[src/dlefd_pkg.sv]
package dlefd_pkg;

	localparam int FRAME_MAX = 64;
	localparam int IDX_W     = (FRAME_MAX > 1) ? $clog2(FRAME_MAX) : 1;
	localparam int CNT_W     = $clog2(FRAME_MAX + 1);
	localparam int BYTE_W    = 8;
	localparam int BIDX_W    = 6;
	localparam int FLEN_W    = 7;
	localparam int CFG_IDX_W = 1;

	localparam logic [CFG_IDX_W-1:0] CFG_ESCAPE = 1'd0;
	localparam logic [CFG_IDX_W-1:0] CFG_END    = 1'd1;

	localparam logic [BYTE_W-1:0] ESCAPE_RST = 8'd16;
	localparam logic [BYTE_W-1:0] END_RST    = 8'd3;

	typedef struct packed {
		logic              en;
		logic [IDX_W-1:0]  addr;
		logic [BYTE_W-1:0] data;
	} wr_req_t;

	typedef struct packed {
		logic             en;
		logic [IDX_W-1:0] addr;
	} rd_req_t;

endpackage

[src/dle_etx_frame_deframer.sv]
// dle/etx deframer: one raw link byte per input transfer on rx_byte
// (in_valid/in_ready). doubled escape bytes are stored once, escape then
// end code closes the frame, any other byte is stored as it stands.
// a byte that does not close a frame gives no result; in_ready stays high
// so bytes may arrive back to back.
// a closing byte starts playback: the frame store is read one entry at a
// time through its single registered read port; for each entry the block
// passes through ST_READ, where the read is issued, and then ST_SHOW, where
// the result is offered. in_ready stays low for the whole playback; an empty
// frame gives one result flagged empty_frame.
// a stalled out_ready simply holds the current result and the playback.
// escape_code and end_code are written through cfg_valid/cfg_index/cfg_data;
// the user must do so only while the block is idle, the block does not enforce
// it; cfg_ready is always high. reset (arst_n low) sets escape_code to 16,
// end_code to 3 and clears the pending escape and fill count; store contents
// are not cleared since only written entries are ever played back.
module dle_etx_frame_deframer
	import dlefd_pkg::*;
(
	input  logic                 clk,
	input  logic                 arst_n,
	input  logic                 cfg_valid,
	output logic                 cfg_ready,
	input  logic [CFG_IDX_W-1:0] cfg_index,
	input  logic [BYTE_W-1:0]    cfg_data,
	input  logic                 in_valid,
	output logic                 in_ready,
	input  logic [BYTE_W-1:0]    rx_byte,
	output logic                 out_valid,
	input  logic                 out_ready,
	output logic [BYTE_W-1:0]    frame_byte,
	output logic [BIDX_W-1:0]    byte_index,
	output logic [FLEN_W-1:0]    frame_length,
	output logic                 empty_frame,
	output logic                 last
);

	localparam logic [1:0] ST_IDLE = 2'd0;
	localparam logic [1:0] ST_READ = 2'd1;
	localparam logic [1:0] ST_SHOW = 2'd2;

	logic [1:0]        state_q;
	logic [BYTE_W-1:0] esc_q;
	logic [BYTE_W-1:0] end_q;
	logic              pend_q;
	logic [CNT_W-1:0]  fill_q;
	logic [CNT_W-1:0]  len_q;
	logic [IDX_W-1:0]  idx_q;

	logic              in_fire;
	logic              out_fire;
	logic              is_esc;
	logic              is_end;
	logic              full;
	logic              first_esc;
	logic              frame_end;
	logic              do_store;
	logic              is_last;
	wr_req_t           wr;
	rd_req_t           rd;
	logic [BYTE_W-1:0] rd_data;

	assign cfg_ready = 1'b1;
	assign in_ready  = (state_q == ST_IDLE);
	assign out_valid = (state_q == ST_SHOW);
	assign in_fire   = in_valid && in_ready;
	assign out_fire  = out_valid && out_ready;

	assign is_esc    = (rx_byte == esc_q);
	assign is_end    = (rx_byte == end_q);
	assign full      = (fill_q >= CNT_W'(FRAME_MAX));
	assign first_esc = is_esc && !pend_q;
	// escape meaning wins when both codes match
	assign frame_end = !is_esc && is_end && pend_q;
	assign do_store  = !first_esc && !frame_end && !full;

	assign wr.en   = in_fire && do_store;
	assign wr.addr = fill_q[IDX_W-1:0];
	assign wr.data = rx_byte;
	assign rd.en   = (state_q == ST_READ);
	assign rd.addr = idx_q;

	dlefd_store u_store (
		.clk     (clk),
		.wr      (wr),
		.rd      (rd),
		.rd_data (rd_data)
	);

	always_ff @(posedge clk or negedge arst_n) begin
		if (!arst_n) begin
			esc_q <= ESCAPE_RST;
			end_q <= END_RST;
		end else if (cfg_valid && cfg_ready) begin
			unique case (cfg_index)
				CFG_ESCAPE: esc_q <= cfg_data;
				CFG_END:    end_q <= cfg_data;
				default:    ;
			endcase
		end
	end

	always_ff @(posedge clk or negedge arst_n) begin
		if (!arst_n) begin
			state_q <= ST_IDLE;
			pend_q  <= 1'b0;
			fill_q  <= '0;
			len_q   <= '0;
			idx_q   <= '0;
		end else begin
			unique case (state_q)
				ST_IDLE: begin
					if (in_fire) begin
						priority if (first_esc) begin
							pend_q <= 1'b1;
						end else if (frame_end) begin
							pend_q  <= 1'b0;
							fill_q  <= '0;
							len_q   <= fill_q;
							idx_q   <= '0;
							state_q <= ST_READ;
						end else if (full) begin
							// overrun: drop the partial frame and this byte
							pend_q <= 1'b0;
							fill_q <= '0;
						end else begin
							pend_q <= 1'b0;
							fill_q <= fill_q + CNT_W'(1);
						end
					end
				end
				ST_READ: begin
					state_q <= ST_SHOW;
				end
				ST_SHOW: begin
					if (out_fire) begin
						if (is_last) begin
							state_q <= ST_IDLE;
						end else begin
							idx_q   <= idx_q + IDX_W'(1);
							state_q <= ST_READ;
						end
					end
				end
				default: state_q <= ST_IDLE;
			endcase
		end
	end

	assign empty_frame  = (len_q == '0);
	assign is_last      = empty_frame || (CNT_W'(idx_q) + CNT_W'(1) == len_q);
	assign last         = is_last;
	assign frame_byte   = empty_frame ? '0 : rd_data;
	assign byte_index   = BIDX_W'(idx_q);
	assign frame_length = FLEN_W'(len_q);

	a_fill_bound: assert property (@(posedge clk) disable iff (!arst_n)
		fill_q <= CNT_W'(FRAME_MAX))
		else $error("fill count beyond store depth");

	a_no_input_in_playback: assert property (@(posedge clk) disable iff (!arst_n)
		out_valid |-> !in_ready)
		else $error("input taken during playback");

	a_end_gives_result: assert property (@(posedge clk) disable iff (!arst_n)
		(in_fire && frame_end) |-> ##2 out_valid)
		else $error("frame end did not start playback");

	a_last_returns_idle: assert property (@(posedge clk) disable iff (!arst_n)
		(out_fire && last) |=> in_ready)
		else $error("playback did not end after last transfer");

	a_empty_is_last: assert property (@(posedge clk) disable iff (!arst_n)
		(out_valid && empty_frame) |-> (last && byte_index == '0))
		else $error("empty frame result malformed");

endmodule

[src/dlefd_store.sv]
module dlefd_store
	import dlefd_pkg::*;
(
	input  logic              clk,
	input  wr_req_t           wr,
	input  rd_req_t           rd,
	output logic [BYTE_W-1:0] rd_data
);

	logic [BYTE_W-1:0] mem [FRAME_MAX];
	logic [BYTE_W-1:0] rd_data_q;

	always_ff @(posedge clk) begin
		if (wr.en) begin
			mem[wr.addr] <= wr.data;
		end
	end

	always_ff @(posedge clk) begin
		if (rd.en) begin
			rd_data_q <= mem[rd.addr];
		end
	end

	assign rd_data = rd_data_q;

endmodule

[config.mk]
export PLATFORM = sky130hd
export DESIGN_NAME = dle_etx_frame_deframer
export DESIGN_NICKNAME = d
export VERILOG_FILES = /design/src/dlefd_pkg.sv /design/src/dle_etx_frame_deframer.sv /design/src/dlefd_store.sv
export SDC_FILE = /design/constraint.sdc
export NUM_CORES = 1
export LEC_CHECK = 0
export ABC_AREA = 1
export BUFFER_PORTS_ARGS = -buffer_cell sky130_fd_sc_hd__buf_2
export CORE_UTILIZATION = 55
export DETAILED_ROUTE_END_ITERATION = 10
export HOLD_SLACK_MARGIN = 0.03
export PLACE_DENSITY = 0.74
export SLEW_MARGIN = 20
export SYNTH_ARGS = -nofsm -noshare
export SYNTH_HDL_FRONTEND = slang
export SYNTH_SLANG_ARGS = --single-unit
[constraint.sdc]
create_clock -name clk -period 2.1 [get_ports clk]
set_input_delay 0.42 -clock clk [delete_from_list [all_inputs] [get_ports clk]]
set_output_delay 0.42 -clock clk [all_outputs]
set_load 0.01 [all_outputs]
Word level (Yosys, flattened, before mapping):

Memory sizes are Yosys's and may differ from the RTL's. A register that Yosys moved wholly into a read port is not among the register bits.
Index checks and enable logic that the tools add are counted.

* add/subtract/negate cells: 3
* magnitude comparators: 1
* equal/unequal tests: 10
* multiplexer cells: 18
* bitwise gates (word level): 2
* reductions and logical operators: 24

Operator list (count)
* $mux W6: 5
* $eq A8 B8 Y1: 2
* $mux W7: 2
* $pmux W6 S2: 1
* $logic_and A1 B1 Y1: 8
* $mux W2: 4
* $mux W8: 1
* $reduce_and A4 Y1: 2
* $add A6 B1 Y7 const B: 1
* $add A7 B1 Y7 const B: 1
* $eq A7 B7 Y1: 1
* $ge A7 B7 Y1 const B: 1
* $logic_not A7 Y1: 1
* $add A6 B1 Y6 const B: 1
* $ne A2 B1 Y1 const B: 3
* $pmux W2 S3: 1
* $reduce_and A2 Y1: 3
* $reduce_and A6 Y1: 1
* $logic_not A1 Y1: 5
* $mux W1: 4
* $ne A2 B2 Y1 const B: 2
* $reduce_and A3 Y1: 1
* $eq A2 B1 Y1 const B: 1
* $eq A2 B2 Y1 const B: 1
* other kinds (4): 5

* bits in registers: 39
* bits in writable memories: 512
* input port bits: 22
* output and inout bits: 26
* word-level logic and storage cells: 66
* memories: 1

Memory list
* u_store.mem: depth 64, width 8, read ports 1, clocked after Yosys merged registers in 1, write ports 1, RTL line dlefd_store.sv:10 `logic [BYTE_W-1:0] mem [FRAME_MAX];`

Longest topological paths before layout:

Gate-level depths: netlist of the first run.

* depth after elaboration: 10
* depth in mapped cells: 14
* depth with buffers taken out: 14

By module:

A second synthesis of the first run with hierarchy kept.

* cell total of the unflattened synthesis: 2131
* area, all modules: 23792.8 um^2

Modules (own cells, without submodules)
* dlefd_store: times used 1, cells each 1805, area an instance 21419.3 um^2
* dle_etx_frame_deframer: times used 1, cells each 326, area an instance 2373.5 um^2

Worst setup path before layout of the first run:

OpenSTA, ideal clock, no wires.

* path type: register -> register
* start: register esc_q[4]
* end: memory u_store.mem[31][0], enable pin
* arrival: 1.829 ns
* required time: 1.730 ns
* path slack: -0.099 ns
* stages on the path, launching flop included: 11
* path buffers: 1
* cell sequence: dfstp_2 xnor2_1 nand2_1 nor2_1 nand2_1 nand2_1 nand2_1 nor2_2 buf_6 nand2_2 nor2_1

* word-level cells in the longest chain between the ends: 10

Ends and longest elaborated chain
* start, declared: RTL line dle_etx_frame_deframer.sv:43 `logic [BYTE_W-1:0] esc_q;`
* start signal, assigned: RTL line dle_etx_frame_deframer.sv:96 `CFG_ESCAPE: esc_q <= cfg_data;`
* $eq A8 B8 Y1 *: RTL line dle_etx_frame_deframer.sv:69 `assign is_esc = (rx_byte == esc_q);`
* $logic_not A1 Y1: RTL line dle_etx_frame_deframer.sv:74 `assign frame_end = !is_esc && is_end && pend_q;`
* $logic_and A1 B1 Y1 (2 in a row): RTL line dle_etx_frame_deframer.sv:74
* $logic_not A1 Y1: RTL line dle_etx_frame_deframer.sv:75 `assign do_store = !first_esc && !frame_end && !full;`
* $logic_and A1 B1 Y1 * (2 in a row): RTL line dle_etx_frame_deframer.sv:75
* $logic_and A1 B1 Y1 *: RTL line dle_etx_frame_deframer.sv:77 `assign wr.en = in_fire && do_store;`
* $mux W1 *: RTL line dlefd_store.sv:14 `if (wr.en) begin`
* $mux W1 (not written as such) *: RTL line dlefd_store.sv:15 `mem[wr.addr] <= wr.data;`
* end, declared: RTL line dlefd_store.sv:10

Mark *: on every way between the ends. The rest lies on a longest branch, timed or not.

Final worst setup path of the first run:

* start: register idx_q[1], in the netlist byte_index[1]
* end: output last

* word-level cells in the longest chain between the ends: 3

Ends and longest elaborated chain
* start, declared: RTL line dle_etx_frame_deframer.sv:48 `logic [IDX_W-1:0] idx_q;`
* start signal, assigned: RTL line dle_etx_frame_deframer.sv:140 `idx_q <= idx_q + IDX_W'(1);`
* $add A6 B1 Y7: RTL line dle_etx_frame_deframer.sv:151 `assign is_last = empty_frame || (CNT_W'(idx_q) + CNT_W'(1) == len_q);`
* $eq A7 B7 Y1: RTL line dle_etx_frame_deframer.sv:151
* $logic_or A1 B1 Y1: RTL line dle_etx_frame_deframer.sv:151
* end, declared: RTL line dle_etx_frame_deframer.sv:35 `output logic last`

Every way passes these cells.

==> qor.yml, run 1 <==
port-buffer-count: 46
worstHoldStart: "out_ready"
clockBufferDepth: 3
grt_max_degree: 69
clock-root-buffer: "clkbuf_16"
cts_tree: "done"
synth_area_per_cell_sq_um: 11.4
peakVddDrop_v: 0.000717
grt_use_total: 0.309
htreeDepth: 2
required_ns: 1.68
cp.arrival_ns: 2.24
synth_cell_type_count: 35
num_rows: 74
critPathKind: "reg2out"
grt_pass1_vias: 17176
grt_pass1_wl_mm: 100
route.detailed.drc: 0
violations: "negative setup slack"
syn_area_sq_um: 23200
start_kind: "register"
clock_sinks: 559
setup_slack_ns: -0.558
layout_min_cycle_time_ns: 2.66
placedCellCount: 2680
seq_area_frac_synth: 0.716
max_freq_ghz: 0.376
die_w_microns: 207
regToRegStartpoint: "byte_index[0]$_DFFE_PN0P_"
ys_seq_elements: 559
crit_fanout: 4
end_kind: "primary output"
grt_use_met2: 0.489
grt_antenna_before_repair: 1
hp-class: "in2reg"
setup_violations: 533
min_to: "state_q[1]$_DFFE_PN0P_"
initial_utilization: 0.563
clk_latency_ns: 0.61
post-route-period-util: 1.27
slew_headroom: 0.267
clk_pin_slew_ns: 0.06
hold_ws_ns: 0.0598
core_region_area_sq_um: 41200
die_y_microns: 207
drtIter0Drc: 2727
rr_worst_depth: 14
use_met1: 0.418
fin_skew_ns: 0.0265
p_leak_uw: 0.0108
ant_nets: 0
drv_slew: 0
layout_common_cells: "edfxtp_1, nand2_1, nor2_1"
dp.final_hpwl_mm: 38.9
pwr_density_cell_nw_per_um2: 1080
post-place-ws_ns: -0.356
gr-total-overflow: 0
diodes: 0
maxCapViolCount: 0
gp_congestion: 0.931
timing.rr.end: "u_store.rd_data[5]$_DFFE_PN_"
met3_usage: 0.0592
fin_nets: 2283
final_common_cell: "edfxtp_1"
die_area_sq_um: 43000
worst_pin_slew_ns: 1.10
min_path_cells: 2
rsz0062_at_grt: "yes"
setup_tns_ns: -90.17
synth_nets: 2053
drt_first_pass_iters: 8
instances_no_fill: 2831
areaGrowthSynthToFinish_pct: 29.0
detail_route.vias_per_cell: 6.39
busiest_layer: "met2"
numCtsBuffers: 54
synth_cells: 2028
outcome: "finished, violations left"
drive_gt1_frac: 0.282
yosys_warnings: 0
vias: 18096
r2r_slack_ns: -0.42
finalHoldViolCount: 0
utilization: 0.726
io_pins: 48
wirelength_mm: 72.0
wl_per_cell_microns: 25.4
## power by group
part	switching [uW]	leakage [uW]	internal (uW)
registers	240	0.00517	12700
clock network	4170	0.000867	5670
logic	5880	0.00477	3540
total	10300	0.0108	21900
## through the flow
stage	total power, uW	cell area (sq um)
4_1_cts	30600	28700
6_report	32200	29900
3_3_place_gp	19300	25200
3_5_place_dp	19400	25200
2_1_floorplan	16800	23200
5_1_grt	33100	29900
## critical path, stage by stage, from the launching register on
cell     delay (ns)
dfrtp_4        0.51
ha_4           0.18
nand2_2        0.10
inv_1          0.06
nand2_1        0.08
nand2_1        0.10
nand2_1        0.08
nand2_1        0.06
nor2_1         0.11
nand3_1        0.11
nand2_2        0.13
buf_6          0.12
## per-layer routing
layer  routed length (microns)  part of all wire
met1                     25700              0.36
met2                     33800              0.47
met3                      8950              0.12
met4                      3620             0.050
met5                         0                 0
## cells in the mapped netlist (all sizes together)
| cell type | count | area (sq um) |
|---|---|---|
| edfxtp | 520 | 15600 |
| nand2 | 409 | 1570 |
| nor2 | 302 | 1140 |
| o21ai | 256 | 1280 |
| nand3 | 115 | 576 |
| o22ai | 100 | 626 |
| inv | 86 | 323 |
| buf | 65 | 378 |
| clkbuf | 50 | 190 |
| a21oi | 43 | 215 |
| dfrtp | 36 | 901 |
| nor3 | 15 | 75.1 |
| nand4 | 6 | 37.5 |
| xnor2 | 6 | 52.6 |
| clkinv | 4 | 15.0 |
| dfstp | 3 | 78.8 |
| ha | 3 | 37.5 |
| a211oi | 2 | 15.0 |
| nand3b | 2 | 15.0 |
| a31oi | 1 | 6.26 |
| conb | 1 | 3.75 |
| mux2i | 1 | 10.0 |
| nor4 | 1 | 6.26 |
| o21bai | 1 | 7.51 |
## cell families (layout without fill, tap and decap cells)
kind of cell               Yosys count  count (layout)  share of synthesized area
buffers and inverters              205             476                     0.0391
AOI/OAI and AO/OA                  403             403                     0.0929
DFF                                559             559                      0.716
xor gates and xnor gates             6               6                    0.00227
and+or+nand+nor                    850             850                      0.148
other                                1               1                   0.000162
muxes                                1               1                   0.000432
adders and majority gates            3               3                    0.00162
## flip-flops by register name, summed over array words and instances (netlist names), 2 cells and up
name	flops
u_store.mem	512
end_q	8
esc_q	8
u_store.rd_data	8
fill_q	7
frame_length	7
byte_index	6
state_q	2
## worst max-delay path by stage
stage	slack [ns]	cells past startpoint	from	endpoint
6_report	-0.56	11	byte_index[1]$_DFFE_PN0P_	last
3_3_place_gp	-0.35	14	rx_byte[2]	u_store.mem[27][1]$_DFFE_PP_
2_1_floorplan	-0.1	10	esc_q[4]$_DFFE_PN1P_	u_store.mem[31][0]$_DFFE_PP_
3_5_place_dp	-0.36	14	rx_byte[2]	u_store.mem[11][5]$_DFFE_PP_
4_1_cts	-0.44	10	byte_index[1]$_DFFE_PN0P_	last
5_1_grt	-0.64	11	byte_index[1]$_DFFE_PN0P_	last
## cell type report
type / count / area, sq um
Clock inverter: 37 / 389
Fill cell: 2363 / 11300
Tap cell: 532 / 666
Multi-Input combinational cell: 1264 / 7340
Clock buffer: 60 / 1370
Timing Repair Buffer: 289 / 3190
Inverter: 90 / 357
Sequential cell: 559 / 16600
## repair_timing
action,in CTS,in global routing
hold buffers,1,0
gates resized for setup,315,265
buffers inserted,26,23
setup endpoints to repair,530,545
pin swaps,33,96
endpoints found under the hold margin,36,0
cloned,8,6
No activity file was read; power rests on OpenSTA's default activity.
==> inputs of run 2 (changes only) <==
ABC_AREA = 0   (was 1)
==> run 2 against run 1 <==
- the flow still finishes with violations (negative setup slack)
- first-iteration DRC count is 39% lower
- cell area is 4.8% lower
- hold slack better by 0.021 ns
- core utilization is 1.1 points lower
- critical endpoint is now u_store.rd_data[7]$_DFFE_PN_
- sequential share of layout area is 2.8 points higher
- power is 17% lower
- routed wire length is 20% lower
- sequential power hardly changed
- clock power hardly changed
- cell count is 32% lower
- global-route usage is 2.6 points lower
==> qor.yml, run 2 <==
areaGrowthSynthToFinish_pct: 28.2
ys_top_cells_by_area: "edfxtp_1, mux4_2, dfrtp_1"
grt_pass1_wl_mm: 83.3
multiInputGateArea_sq_um: 6280
end_kind: "register"
diodes: 0
placed_area_sq_um: 24900
critPathLaunch: "byte_index[0]$_DFFE_PN0P_"
cp.arrival_ns: 3.05
rr_worst_depth: 7
synth_edf_count: 520
drt_first_pass_iters: 5
largest_register_ff_count: 512
critPathKind: "reg2reg"
regToRegStartpoint: "byte_index[0]$_DFFE_PN0P_"
slew_headroom: 0.447
grt_pass1_vias: 12474
gr-total-overflow: 0
port-buffer-count: 46
synthArstFlopShare: 0.0698
p_leak_uw: 0.00957
worst_pin_slew_ns: 0.830
synth_nets: 1091
grt_antenna_before_repair: 5
drv_slew: 0
clk_latency_ns: 0.59
layout_min_cycle_time_ns: 2.74
die_w_microns: 203
clockBufferDepth: 3
io_pins: 48
nFillCells: 2223
seq_area_frac_synth: 0.746
drive_gt1_frac: 0.498
finalHoldViolCount: 0
crit_path_top_delay_cell: "mux4_2"
final_cell_area_sq_um: 28500
required_ns: 2.41
hp-class: "in2reg"
rsz0062_at_grt: "yes"
die_y_microns: 203
ant_nets: 0
gp_congestion: 0.891
maxCapViolCount: 0
syn_area_sq_um: 22200
initial_utilization: 0.558
outcome: "finished, violations left"
ys_seq_elements: 559
regMostFlops: "u_store.mem"
wirelength_mm: 57.7
worst_path_largest_cell_delay_ns: 0.57
wl_per_cell_microns: 29.9
path_depth: 7
synth_commonest_cells: "edfxtp_1, mux4_2, nor2_1"
clk_pin_slew_ns: 0.07
detail_route.vias_per_cell: 6.49
violations: "negative setup slack"
r2r_slack_ns: -0.64
route.detailed.drc: 0
setup_slack_ns: -0.635
post-route-period-util: 1.30
yosys_warnings: 0
synth_cells: 1066
htreeDepth: 2
pwr_density_cell_nw_per_um2: 937
fin_nets: 1391
seqCellArea_sq_um: 16600
clock-root-buffer: "clkbuf_16"
synth_ff_type: "edfxtp_1"
cp_cell_sequence: "buf_6 > buf_12 > buf_12 > mux4_2 > mux4_2 > mux2_4 > a22o_1"
max_freq_ghz: 0.366
layout_common_cells: "edfxtp_1, mux4_2, buf_4"
post-synth-top-area-cell: "edfxtp_1"
timing.rr.end: "u_store.rd_data[7]$_DFFE_PN_"
final_common_cell: "edfxtp_1"
cts_tree: "done"
crit_buf_inv: 3
drtIter0Drc: 1664
path_delay_family: "multiplexers"
yosysMostFrequentCell: "edfxtp_1"
synth_top_area_frac: 0.702
num_rows: 73
core_region_area_sq_um: 39800
fin_skew_ns: 0.0295
power.total_uw: 26700
crit_fanout: 5
die_area_sq_um: 41200
synth_area_per_cell_sq_um: 20.9
grt_use_total: 0.283
start_kind: "register"
clock_sinks: 559
peakVddDrop_v: 0.000777
setup_violations: 543
dp.final_hpwl_mm: 33.6
numCtsBuffers: 53
vias: 12548
synth_cell_type_count: 53
grt_max_degree: 65
crit_end: "u_store.rd_data[7]$_DFFE_PN_"
[run 2: worst min-delay path by stage]
stage / cells after the start / start / to / slack [ns]
2_1_floorplan: 0 / arst_n / byte_index[0]$_DFFE_PN0P_ / 0.12
3_3_place_gp: 1 / arst_n / esc_q[2]$_DFFE_PN0P_ / 0.34
3_5_place_dp: 1 / arst_n / esc_q[2]$_DFFE_PN0P_ / 0.34
4_1_cts: 2 / cfg_data[7] / end_q[7]$_DFFE_PN0P_ / 0.07
5_1_grt: 2 / cfg_data[3] / end_q[3]$_DFFE_PN0P_ / 0.07
6_report: 2 / cfg_data[7] / end_q[7]$_DFFE_PN0P_ / 0.08
[run 2: kinds of logic after synthesis]
family          Yosys count  synth area share
compound gates           65            0.0203
xor+xnor                 21           0.00827
fa+ha+maj                 3           0.00169
buf+inv                  72            0.0147
flops                   559             0.746
mux                     181             0.172
other cells               1          0.000169
simple gates            164            0.0364
[run 2: power breakdown]
group / internal, uW / switching (uW)
registers: 12600 / 211
clock network: 5890 / 4160
logic: 1490 / 2340
total: 20000 / 6700
[run 2: repair_timing]
item                                    4_1_cts  5_1_grt
hold buffers                                  1        0
pin swaps                                    42       35
endpoints found under the setup margin      542      551
hold endpoints to repair                     14        0
gates resized for setup                     181       54
cloned                                        3        2
setup buffers                                44       25
[run 2: worst reg2reg max path: cells and delay by family, from the launching register on]
kind	cells	cell delay (ns)
buffers and inverters	3	0.46
muxes	3	1.34
DFF	1	0.44
AOI/OAI and AO/OA	1	0.22
[run 2: metal layers]
layer | wire length (microns) | track usage
met1 | 22000 | 0.403
met2 | 28200 | 0.447
met3 | 5600 | 0.0579
met4 | 1840 | 0.0881
met5 | 35 | 0
[run 2: cell type report]
cell class,count,area share
clock inverters,31,0.0141
inverters,15,0.00202
repair buffers,302,0.108
well taps,525,0.0231
clock buffers,65,0.0495
multi-input cells,435,0.221
flip-flops and latches,559,0.583
[run 2: metrics by stage]
stage          utilization  std cells  hold WS, ns  TNS, ns  worst slack [ns]
6_report             0.715       1932       0.0808  -192.26            -0.635
3_3_place_gp         0.626       1763        0.339  -267.17            -0.741
2_1_floorplan            -       1066        0.124  -147.02            -0.390
3_5_place_dp         0.626       1763        0.341  -289.85            -0.813
4_1_cts              0.704       1907       0.0735  -183.37            -0.625
5_1_grt              0.715       1932       0.0694  -238.94            -0.695
